[src/design/tsf_pkg.sv]
// ----------------------------------------------------------------------------
// tsf_pkg
// Shared types, constants and coefficient table for the temperature filter.
// ----------------------------------------------------------------------------
package tsf_pkg;

   localparam int CountWidth  = 10;
   localparam int SampleWidth = 16;
   localparam int ResultWidth = 17;
   localparam int AccWidth    = 32;
   localparam int CoefWidth   = 16;
   localparam int NumTaps     = 7;
   localparam int TapWidth    = 3;
   localparam int QShift      = 15;

   localparam logic [TapWidth-1:0] LastTap = TapWidth'(NumTaps - 1);
   localparam logic signed [AccWidth-1:0] RoundHalf = AccWidth'(1 << (QShift - 1));

   typedef logic [CountWidth-1:0]         count_type;
   typedef logic [SampleWidth-1:0]        sample_type;
   typedef logic signed [ResultWidth-1:0] result_type;
   typedef logic signed [AccWidth-1:0]    acc_type;
   typedef logic signed [CoefWidth-1:0]   coef_type;
   typedef logic [TapWidth-1:0]           tap_type;

   typedef enum logic [1:0] {
      ST_IDLE,
      ST_RUN,
      ST_DONE
   } state_type;

   typedef struct packed {
      logic    clear;
      logic    step;
      tap_type tap;
   } mac_ctrl_type;

   // symmetric q15 low-pass taps
   function automatic coef_type coef_at(input tap_type tap);
      coef_type c;
      unique case (tap)
         3'd0:    c = -16'sd3133;
         3'd1:    c = 16'sd1534;
         3'd2:    c = 16'sd10315;
         3'd3:    c = 16'sd14828;
         3'd4:    c = 16'sd10315;
         3'd5:    c = 16'sd1534;
         3'd6:    c = -16'sd3133;
         default: c = '0;
      endcase
      return c;
   endfunction

endpackage

[src/design/tsf_scale.sv]
// ----------------------------------------------------------------------------
// tsf_scale
// Converts a raw converter count to 1/64 degree, Celsius or Fahrenheit.
// ----------------------------------------------------------------------------
module tsf_scale (
   input  tsf_pkg::count_type  count,
   input  logic                use_fahrenheit,
   output tsf_pkg::sample_type sample
);
   import tsf_pkg::*;

   logic [18:0] prod_c;
   logic [18:0] prod_f;
   logic [15:0] temp_c;
   logic [15:0] temp_f;

   always_comb begin
      prod_c = 19'(count) * 19'd165 + 19'd4;
      prod_f = 19'(count) * 19'd297 + 19'd4;
      temp_c = 16'(prod_c >> 3);
      temp_f = 16'(prod_f >> 3) + 16'd2048;
      sample = use_fahrenheit ? temp_f : temp_c;
   end

endmodule

[src/design/tsf_cell.sv]
// ----------------------------------------------------------------------------
// tsf_cell
// One history cell: holds a sample and passes it to its right neighbor.
// ----------------------------------------------------------------------------
module tsf_cell (
   input  logic                clock,
   input  logic                reset,
   input  logic                shift_en,
   input  tsf_pkg::sample_type d_in,
   output tsf_pkg::sample_type q
);
   import tsf_pkg::*;

   sample_type sample_ff;
   sample_type sample_in;

   always_comb begin
      sample_in = shift_en ? d_in : sample_ff;
   end

   always_ff @(posedge clock) begin
      if (reset) begin
         sample_ff <= '0;
      end else begin
         sample_ff <= sample_in;
      end
   end

   assign q = sample_ff;

endmodule

[src/design/tsf_mac.sv]
// ----------------------------------------------------------------------------
// tsf_mac
// Multiply-accumulate of one tap per cycle with q15 rounding of the sum.
// ----------------------------------------------------------------------------
module tsf_mac (
   input  logic                  clock,
   input  tsf_pkg::mac_ctrl_type ctrl,
   input  tsf_pkg::sample_type   sample,
   output tsf_pkg::result_type   result
);
   import tsf_pkg::*;

   acc_type acc_ff;
   acc_type acc_in;
   acc_type product;
   acc_type rounded;

   always_comb begin
      product = AccWidth'(coef_at(ctrl.tap)) * $signed({1'b0, sample});
      priority if (ctrl.clear) begin
         acc_in = '0;
      end else if (ctrl.step) begin
         acc_in = acc_ff + product;
      end else begin
         acc_in = acc_ff;
      end
      rounded = acc_ff + RoundHalf;
      result  = rounded[QShift +: ResultWidth];
   end

   always_ff @(posedge clock) begin
      acc_ff <= acc_in;
   end

endmodule

[src/design/temperature_scale_fir_filter.sv]
// ----------------------------------------------------------------------------
// temperature_scale_fir_filter
// Scales converter counts to temperature and low-pass filters them, 7 taps.
// ----------------------------------------------------------------------------
// flow: an input transfer clears the mac and loads a new sample into the cell row,
// then the single mac runs the 7 tap steps while the cell row rotates once per item;
// a new input is accepted only in IDLE, or in DONE once the output is free
// reset: synchronous, clears history, scale select and result valid
// ----------------------------------------------------------------------------
module temperature_scale_fir_filter (
   input  logic                clock,
   input  logic                reset,
   input  logic                csr_wr_en,
   input  logic                csr_use_fahrenheit,
   input  logic                req_valid,
   output logic                req_stall,
   input  tsf_pkg::count_type  req_adc_count,
   output logic                rsp_valid,
   input  logic                rsp_stall,
   output tsf_pkg::result_type rsp_filtered_temp
);
   import tsf_pkg::*;

   state_type    state_ff;
   state_type    state_in;
   tap_type      tap_ff;
   tap_type      tap_in;
   logic         fahr_ff;
   logic         fahr_in;
   logic         rsp_valid_ff;
   logic         rsp_valid_in;
   result_type   rsp_temp_ff;
   result_type   rsp_temp_in;

   logic         accept;
   logic         out_free;
   logic         load_out;
   logic         shift_en;
   mac_ctrl_type mac_ctrl;
   sample_type   new_sample;
   sample_type   cell_q [NumTaps];
   sample_type   head_in;
   result_type   mac_result;

   tsf_scale u_scale (
      .count          (req_adc_count),
      .use_fahrenheit (fahr_ff),
      .sample         (new_sample)
   );

   assign head_in = accept ? new_sample : cell_q[NumTaps-1];

   for (genvar i = 0; i < NumTaps; i++) begin : g_cell
      tsf_cell u_cell (
         .clock    (clock),
         .reset    (reset),
         .shift_en (shift_en),
         .d_in     ((i == 0) ? head_in : cell_q[(i == 0) ? 0 : i-1]),
         .q        (cell_q[i])
      );
   end

   tsf_mac u_mac (
      .clock  (clock),
      .ctrl   (mac_ctrl),
      .sample (cell_q[NumTaps-1]),
      .result (mac_result)
   );

   // outputs
   always_comb begin
      out_free = !rsp_valid_ff || !rsp_stall;
      unique case (state_ff)
         ST_IDLE: req_stall = 1'b0;
         ST_DONE: req_stall = !out_free;
         default: req_stall = 1'b1;
      endcase
      accept        = req_valid && !req_stall;
      load_out      = (state_ff == ST_DONE) && out_free;
      shift_en      = accept || (state_ff == ST_RUN);
      mac_ctrl.clear = accept;
      mac_ctrl.step  = (state_ff == ST_RUN);
      mac_ctrl.tap   = tap_ff;
   end

   // next state
   always_comb begin
      state_in = state_ff;
      unique case (state_ff)
         ST_IDLE: begin
            if (accept) state_in = ST_RUN;
         end
         ST_RUN: begin
            if (tap_ff == LastTap) state_in = ST_DONE;
         end
         ST_DONE: begin
            if (accept) begin
               state_in = ST_RUN;
            end else if (out_free) begin
               state_in = ST_IDLE;
            end
         end
         default: state_in = ST_IDLE;
      endcase
   end

   always_comb begin
      priority if (accept) begin
         tap_in = '0;
      end else if (state_ff == ST_RUN) begin
         tap_in = tap_ff + TapWidth'(1);
      end else begin
         tap_in = tap_ff;
      end
      fahr_in      = csr_wr_en ? csr_use_fahrenheit : fahr_ff;
      rsp_temp_in  = load_out ? mac_result : rsp_temp_ff;
      priority if (load_out) begin
         rsp_valid_in = 1'b1;
      end else if (!rsp_stall) begin
         rsp_valid_in = 1'b0;
      end else begin
         rsp_valid_in = rsp_valid_ff;
      end
   end

   always_ff @(posedge clock) begin
      if (reset) begin
         state_ff     <= ST_IDLE;
         tap_ff       <= '0;
         fahr_ff      <= 1'b0;
         rsp_valid_ff <= 1'b0;
      end else begin
         state_ff     <= state_in;
         tap_ff       <= tap_in;
         fahr_ff      <= fahr_in;
         rsp_valid_ff <= rsp_valid_in;
      end
   end

   always_ff @(posedge clock) begin
      rsp_temp_ff <= rsp_temp_in;
   end

   assign rsp_valid         = rsp_valid_ff;
   assign rsp_filtered_temp = rsp_temp_ff;

endmodule
[config.mk]
export PLATFORM = sky130hd
export DESIGN_NAME = temperature_scale_fir_filter
export DESIGN_NICKNAME = d
export VERILOG_FILES = /design/src/design/tsf_pkg.sv /design/src/design/tsf_scale.sv /design/src/design/tsf_cell.sv /design/src/design/tsf_mac.sv /design/src/design/temperature_scale_fir_filter.sv
export SDC_FILE = /design/constraint.sdc
export NUM_CORES = 1
export LEC_CHECK = 0
export ABC_AREA = 1
export CAP_MARGIN = 20
export CORE_UTILIZATION = 65
export CTS_CLUSTER_SIZE = 25
export DETAILED_ROUTE_END_ITERATION = 8
export DONT_BUFFER_PORTS = 1
export PLACE_DENSITY = 0.77
export SYNTH_ARGS = -nofsm -noshare
export SYNTH_HDL_FRONTEND = slang
export SYNTH_SLANG_ARGS = --single-unit
[constraint.sdc]
create_clock -name clock -period 9.4 [get_ports clock]
set_input_delay 0.47 -clock clock [delete_from_list [all_inputs] [get_ports clock]]
set_output_delay 0.47 -clock clock [all_outputs]
set_load 0.02 [all_outputs]
==> results of run 1 <==
cells in the final DEF (no fill, tap or decap), types with 5 or more instances in the layout:
cell         n
inv_1      582
nor2_1     332
nand2_1    302
fa_1       240
ha_1       224
o21ai_0    172
dfxtp_1    151
a21oi_1    109
nand3_1     57
xor2_1      36
xnor2_1     21
clkbuf_16   17
edfxtp_1    17
a31oi_1     15
nor3_1      13
inv_2       11
nand4_1     10
a21o_1       9
o21bai_1     8
buf_4        8
nor2_2       5
inv_12       5
cell families after synthesis:
group / after synthesis / synth area share [%]
adder cells (fa/ha/maj): 464 / 40.4
AO/OA/AOI/OAI: 329 / 9.28
XOR/XNOR: 57 / 2.65
flip-flops: 168 / 18.7
buffers and inverters: 669 / 13.4
AND/OR/NAND/NOR: 733 / 15.6
worst max-delay path, delay by kind of cell, from the launching register on:
family,cells,cell delay (ns)
buf+inv,11,1.10
simple gates,14,2.43
flops,1,0.46
fa+ha+maj,8,3.63
compound gates,2,0.27
per-layer routing:
metal  up-vias  GRT usage [%]  part of all wire (%)
met5         -              0                     0
met4         0           17.3                   5.0
met3       147           6.64                   7.1
met2       563           57.3                    46
met1      7217           43.8                    42
li1       7250              -                     -
stage by stage:
step | total power, W | cells | worst slack (ns) | hold slack, ns
floorplan | 0.00541 | 2420 | 2.87 | 0.445
global placement | 0.00661 | 2734 | 1.81 | 0.454
detailed placement | 0.00673 | 2734 | 1.48 | 0.456
CTS | 0.00755 | 2766 | 1.44 | 0.0652
global route | 0.00850 | 2767 | 0.839 | 0.0622
finish | 0.00755 | 2767 | 1.38 | 0.0764
sequential cells by signal, summed over array words and instances, names as in the netlist:
name               flops
fahr_ff                1
g_cell.u_cell.q      112
rsp_filtered_temp     17
rsp_valid              1
state_ff               2
tap_ff                 3
u_mac.acc_ff          32
worst max-delay path by stage:
| stage | slack, ns | to | start |
|---|---|---|---|
| 2_1_floorplan | 2.87 | u_mac.acc_ff[28] | tap_ff[0] |
| 3_3_place_gp | 1.81 | u_mac.acc_ff[28] | tap_ff[0] |
| 3_5_place_dp | 1.48 | u_mac.acc_ff[28] | tap_ff[0] |
| 4_1_cts | 1.44 | u_mac.acc_ff[28] | tap_ff[0] |
| 5_1_grt | 0.84 | u_mac.acc_ff[28] | tap_ff[0] |
| 6_report | 1.38 | u_mac.acc_ff[28] | tap_ff[0] |
power by group through the flow:
| stage | Combinational, W | Sequential (W) | Clock [W] |
|---|---|---|---|
| 2_1_floorplan | 0.00449 | 0.000921 | 0 |
| 3_3_place_gp | 0.00564 | 0.000971 | 0 |
| 3_5_place_dp | 0.00576 | 0.000975 | 0 |
| 4_1_cts | 0.00582 | 0.000960 | 0.000775 |
| 5_1_grt | 0.00672 | 0.000975 | 0.000804 |
| 6_report | 0.00582 | 0.000962 | 0.000771 |
Yosys cell counts (all sizes together), types with 8 or more instances:
cell,number,area share [%]
inv,593,12
nor2,340,6.9
nand2,302,6.0
fa,240,25
ha,224,15
o21ai,174,4.6
dfxtp,151,16
a21oi,111,3.0
clkbuf,59,1.2
nand3,57,1.5
xor2,36,1.7
xnor2,21,0.98
edfxtp,17,2.7
a31oi,15,0.50
nor3,15,0.48
buf,13,0.35
nand4,10,0.33
a21o,9,0.36
o21bai,8,0.32
layout make-up:
| class | count | share of cell area (%) |
|---|---|---|
| clock buffers | 17 | 2.15 |
| clock inverters | 15 | 1.06 |
| inverters | 597 | 11.3 |
| multi-input cells | 1583 | 64.8 |
| flip-flops and latches | 168 | 17.9 |
| well taps | 378 | 2.39 |
| repair buffers | 9 | 0.380 |
==> impl_metrics.toml, run 1 <==
[outcome]
outcome = "finished, final reports clean"

[timing]
rsz0062_at_grt = "false"
tns_ns = 0
setup_viol = 0
period_minus_slack_ns = 8.02
fin_skew_ns = 0.0186
timing.final.crit_share_pct = 85.3
drv_slew = 0
fmax_mhz = 125
slew_headroom_pct = 39.0
hold_viol = 0
worst_pin_slew_ns = 0.915

[power_and_ir_drop]
p_comb_share_pct = 77.1
swShare_pct = 54.7
p_per_area_mw_per_mm2 = 382
seqPwrFrac_pct = 12.7
pwr-share-clk_pct = 10.2
intPower_w = 0.00342
p_leak_nw = 10.7
irDropWorstVdd_mv = 0.286
p_switching_w = 0.00413

[setup_path]
arrival_ns = 8.37
timing.rr.start = "tap_ff[0]"
reg2reg_depth = 35
slowest_stage = "nor2_2"
r2r_end = "u_mac.acc_ff[28]"
endpoint_kind = "flip-flop"
worst_path_largest_cell_delay_ns = 0.57
critPathLaunchType = "flip-flop"
critPathMostFrequentCell = "inv_1"
cp_max_fo = 18
cp.required_ns = 9.75
worst-setup-path-type = "flip-flop to flip-flop"
reg2reg_slack_ns = 1.38

[synthesis]
ys_seq_area_share_pct = 18.7
ys_ff_latch = 168
yosysWarnings = 0
syn_area_per_cell_um2 = 7.79
ys_async_sr_fraction_pct = 0
synth_flop_cell = "dfxtp_1"
synth-edff-count = 17
syn-cell-area_mm2 = 0.0189
syn_inst = 2420
syn_nets = 2900
ys_types = 40

[floorplan]
io-pin-count = 35
die_area_mm2 = 0.0297
num_rows = 61
start_util_pct = 66.9
die_w_um = 172
die_h_um = 172
coreArea_mm2 = 0.0282

[cells_and_area]
utilization_pct = 70.2
diodes = 0
layout-drive-gt1-share_pct = 2.89
nets = 2856
fin_area_mm2 = 0.0198
multi_input_area_mm2 = 0.0128
fillers = 2277
area_delta_synth_final_pct = 4.85
regArea_mm2 = 0.00353

[cts]
cts_tree = "yes"
cts_buffers = 17
cts_root_buffer = "clkbuf_16"
clk_pin_slew_ns = 0.08
insertion_delay_ns = 0.46
cts_setup_buffers = 0
cts_max_level = 4
cts.sinks = 168
post_cts_resize_count = 0
clock_path_buffers = 2
postCtsHoldBufs = 0

[place]
dp_hpwl_um = 38800
port_buffers = 0
place.gp.congestion = 1.03
placed_cell_area_mm2 = 0.0191

[worst_hold_path]
worst_hold_path_type = "input port to flip-flop"
holdPathStages = 1
whs_endpoint = "g_cell[0].u_cell.q[2]"
hold_path_startpoint = "reset"

[drt]
dr.pass1.iters = 6
wl_um = 48400
vias = 15177
remaining_drc_errors = 0
ant_nets = 0
vias_per_cell = 5.49
routedWlPerCell_um = 17.5
drt-initial-drc-count = 1114

[run]
max_cap_viol_count = 0

[global_routing]
track_usage_pct = 34.8
overflow = 0
grt_max_degree = 117
grt_pass1_vias = 15127
grt_pass1_wl_um = 77200
antenna_found_initial = 0
No activity file was read; power rests on OpenSTA's default activity.
==> run 2: changes to the inputs <==
--- a/config.mk
+++ b/config.mk
@@ -7,11 +7,14 @@
 export LEC_CHECK = 0
 export ABC_AREA = 1
 export CAP_MARGIN = 20
-export CORE_UTILIZATION = 65
+export CELL_PAD_IN_SITES_DETAIL_PLACEMENT = 0
+export CELL_PAD_IN_SITES_GLOBAL_PLACEMENT = 2
+export CORE_UTILIZATION = 40
 export CTS_CLUSTER_SIZE = 25
 export DETAILED_ROUTE_END_ITERATION = 8
 export DONT_BUFFER_PORTS = 1
-export PLACE_DENSITY = 0.77
+export MAX_ROUTING_LAYER = met4
+export PLACE_DENSITY = 0.78
 export SYNTH_ARGS = -nofsm -noshare
 export SYNTH_HDL_FRONTEND = slang
 export SYNTH_SLANG_ARGS = --single-unit
==> impl_metrics.toml, run 2 (synthesized netlist as in run 1, its figures left out) <==
[outcome]
outcome = "finished, final reports clean"

[cells_and_area]
layout-drive-gt1-share_pct = 2.89
fin_area_mm2 = 0.0200
fillers = 4882
mostFrequentLayoutCell = "inv_1"
utilization_pct = 43.0
diodes = 0
nets = 2858
largest_register_ffs = 112
layout_common_cells = "inv_1 (582), nor2_1 (332), nand2_1 (302)"
area_delta_synth_final_pct = 6.11

[floorplan]
num_rows = 79
io-pin-count = 35
die_h_um = 219
die_area_mm2 = 0.0480
coreArea_mm2 = 0.0466
start_util_pct = 40.5
die_w_um = 219

[place]
dp_hpwl_um = 43100
port_buffers = 0
post-place-ws_ns = 1.35
place.gp.congestion = 0.896
placed_cell_area_mm2 = 0.0194

[cts]
cts_buffers = 17
postCtsHoldBufs = 0
insertion_delay_ns = 0.48
cts.sinks = 168
clk_pin_slew_ns = 0.08
post_cts_resize_count = 0
cts_max_level = 4
cts_setup_buffers = 0
clock_path_buffers = 2
cts_root_buffer = "clkbuf_16"
cts_tree = "yes"

[drt]
vias = 14289
ant_nets = 0
wl_um = 52500
vias_per_cell = 4.77
met1_length_um = 24700
routed.top_layer = "met4"
remaining_drc_errors = 0
dr.pass1.iters = 5
routedWlPerCell_um = 17.5
route.met3.wl_um = 1350
drt-initial-drc-count = 684
dr_wl_met2_um = 25100

[worst_hold_path]
worst_hold_path_type = "input port to flip-flop"
holdPathStages = 1

[global_routing]
grt_pass1_vias = 14607
grt_max_degree = 108
grt_pass1_wl_um = 82800
track_usage_pct = 23.7
overflow = 0
antenna_found_initial = 0

[setup_path]
arrival_ns = 8.49
critPathMostFrequentCell = "inv_1"
slowest_stage = "nor2_2"
worst_path_largest_cell_delay_ns = 0.62
reg2reg_depth = 35
endpoint_kind = "flip-flop"
cp.required_ns = 9.77
worst-setup-path-type = "flip-flop to flip-flop"
critPathLaunchType = "flip-flop"
cp_max_fo = 18
reg2reg_slack_ns = 1.28

[power_and_ir_drop]
p_leak_nw = 10.7
irDropWorstVdd_mv = 0.288
p_per_area_mw_per_mm2 = 379
p_total_w = 0.00759

[timing]
tns_ns = 0
setup_slack_ns = 1.28
rsz0062_at_grt = "false"
fmax_mhz = 123
period_minus_slack_ns = 8.12
timing.final.crit_share_pct = 86.4
fin_skew_ns = 0.0206
setup_viol = 0
hold_viol = 0
worst_pin_slew_ns = 0.909
drv_slew = 0
slew_headroom_pct = 39.4

[run]
max_cap_viol_count = 0
==> run 2: changes by cell type in the layout (fill, tap and decap cells not counted), moves of 2 or more <==
cell | before | now
inv_12 | 5 | 0
clkinv_8 | 4 | 1
clkbuf_1 | 0 | 2
clkinv_2 | 0 | 3
inv_6 | 1 | 4
buf_4 | 8 | 10
==> run 2: power breakdown <==
| part | internal [W] | leakage, nW | switching, W |
|---|---|---|---|
| registers | 0.000848 | 1.41 | 0.000114 |
| clock network | 0.000374 | 0.281 | 0.000344 |
| logic | 0.00220 | 8.98 | 0.00371 |
| total | 0.00342 | 10.7 | 0.00417 |
==> run 2: layout make-up <==
type | count | area (um2) | share of cell area (%)
inverter | 597 | 2240 | 11.2
clock inverter | 13 | 138 | 0.688
tap | 607 | 759 | 3.80
clock buffer | 19 | 433 | 2.16
timing repair buffer | 11 | 90.1 | 0.450
sequential | 168 | 3530 | 17.7
multi-input combinational | 1583 | 12800 | 64.0
==> run 2: path summary, 6_finish.rpt <==
path	start	endpoint
setup / recovery	tap_ff[0]	u_mac.acc_ff[29]
hold / removal	reset	g_cell[0].u_cell.q[2]
setup reg to reg	tap_ff[0]	u_mac.acc_ff[29]
hold reg to reg	u_mac.acc_ff[0]	u_mac.acc_ff[0]
==> run 2: metrics by stage <==
stage                     cells  hold WS [ns]
final                      2998        0.0589
after CTS                  2997        0.0210
after floorplan            2420         0.445
after global routing       2998        0.0292
after detailed placement   2965         0.459
after global placement     2965         0.455
==> run 2: layer usage <==
metal | up-vias | GRT usage (%)
li1 | 7250 | -
met5 | - | -
met2 | 187 | 39.0
met4 | 0 | 7.57
met3 | 61 | 2.77
met1 | 6791 | 30.3
==> run 2: critical path: cells and delay by family, from the launching register on <==
kind	cells	cell delay (ns)
compound gates	2	0.26
fa+ha+maj	8	3.66
buf+inv	10	1.06
flops	1	0.45
simple gates	15	2.57
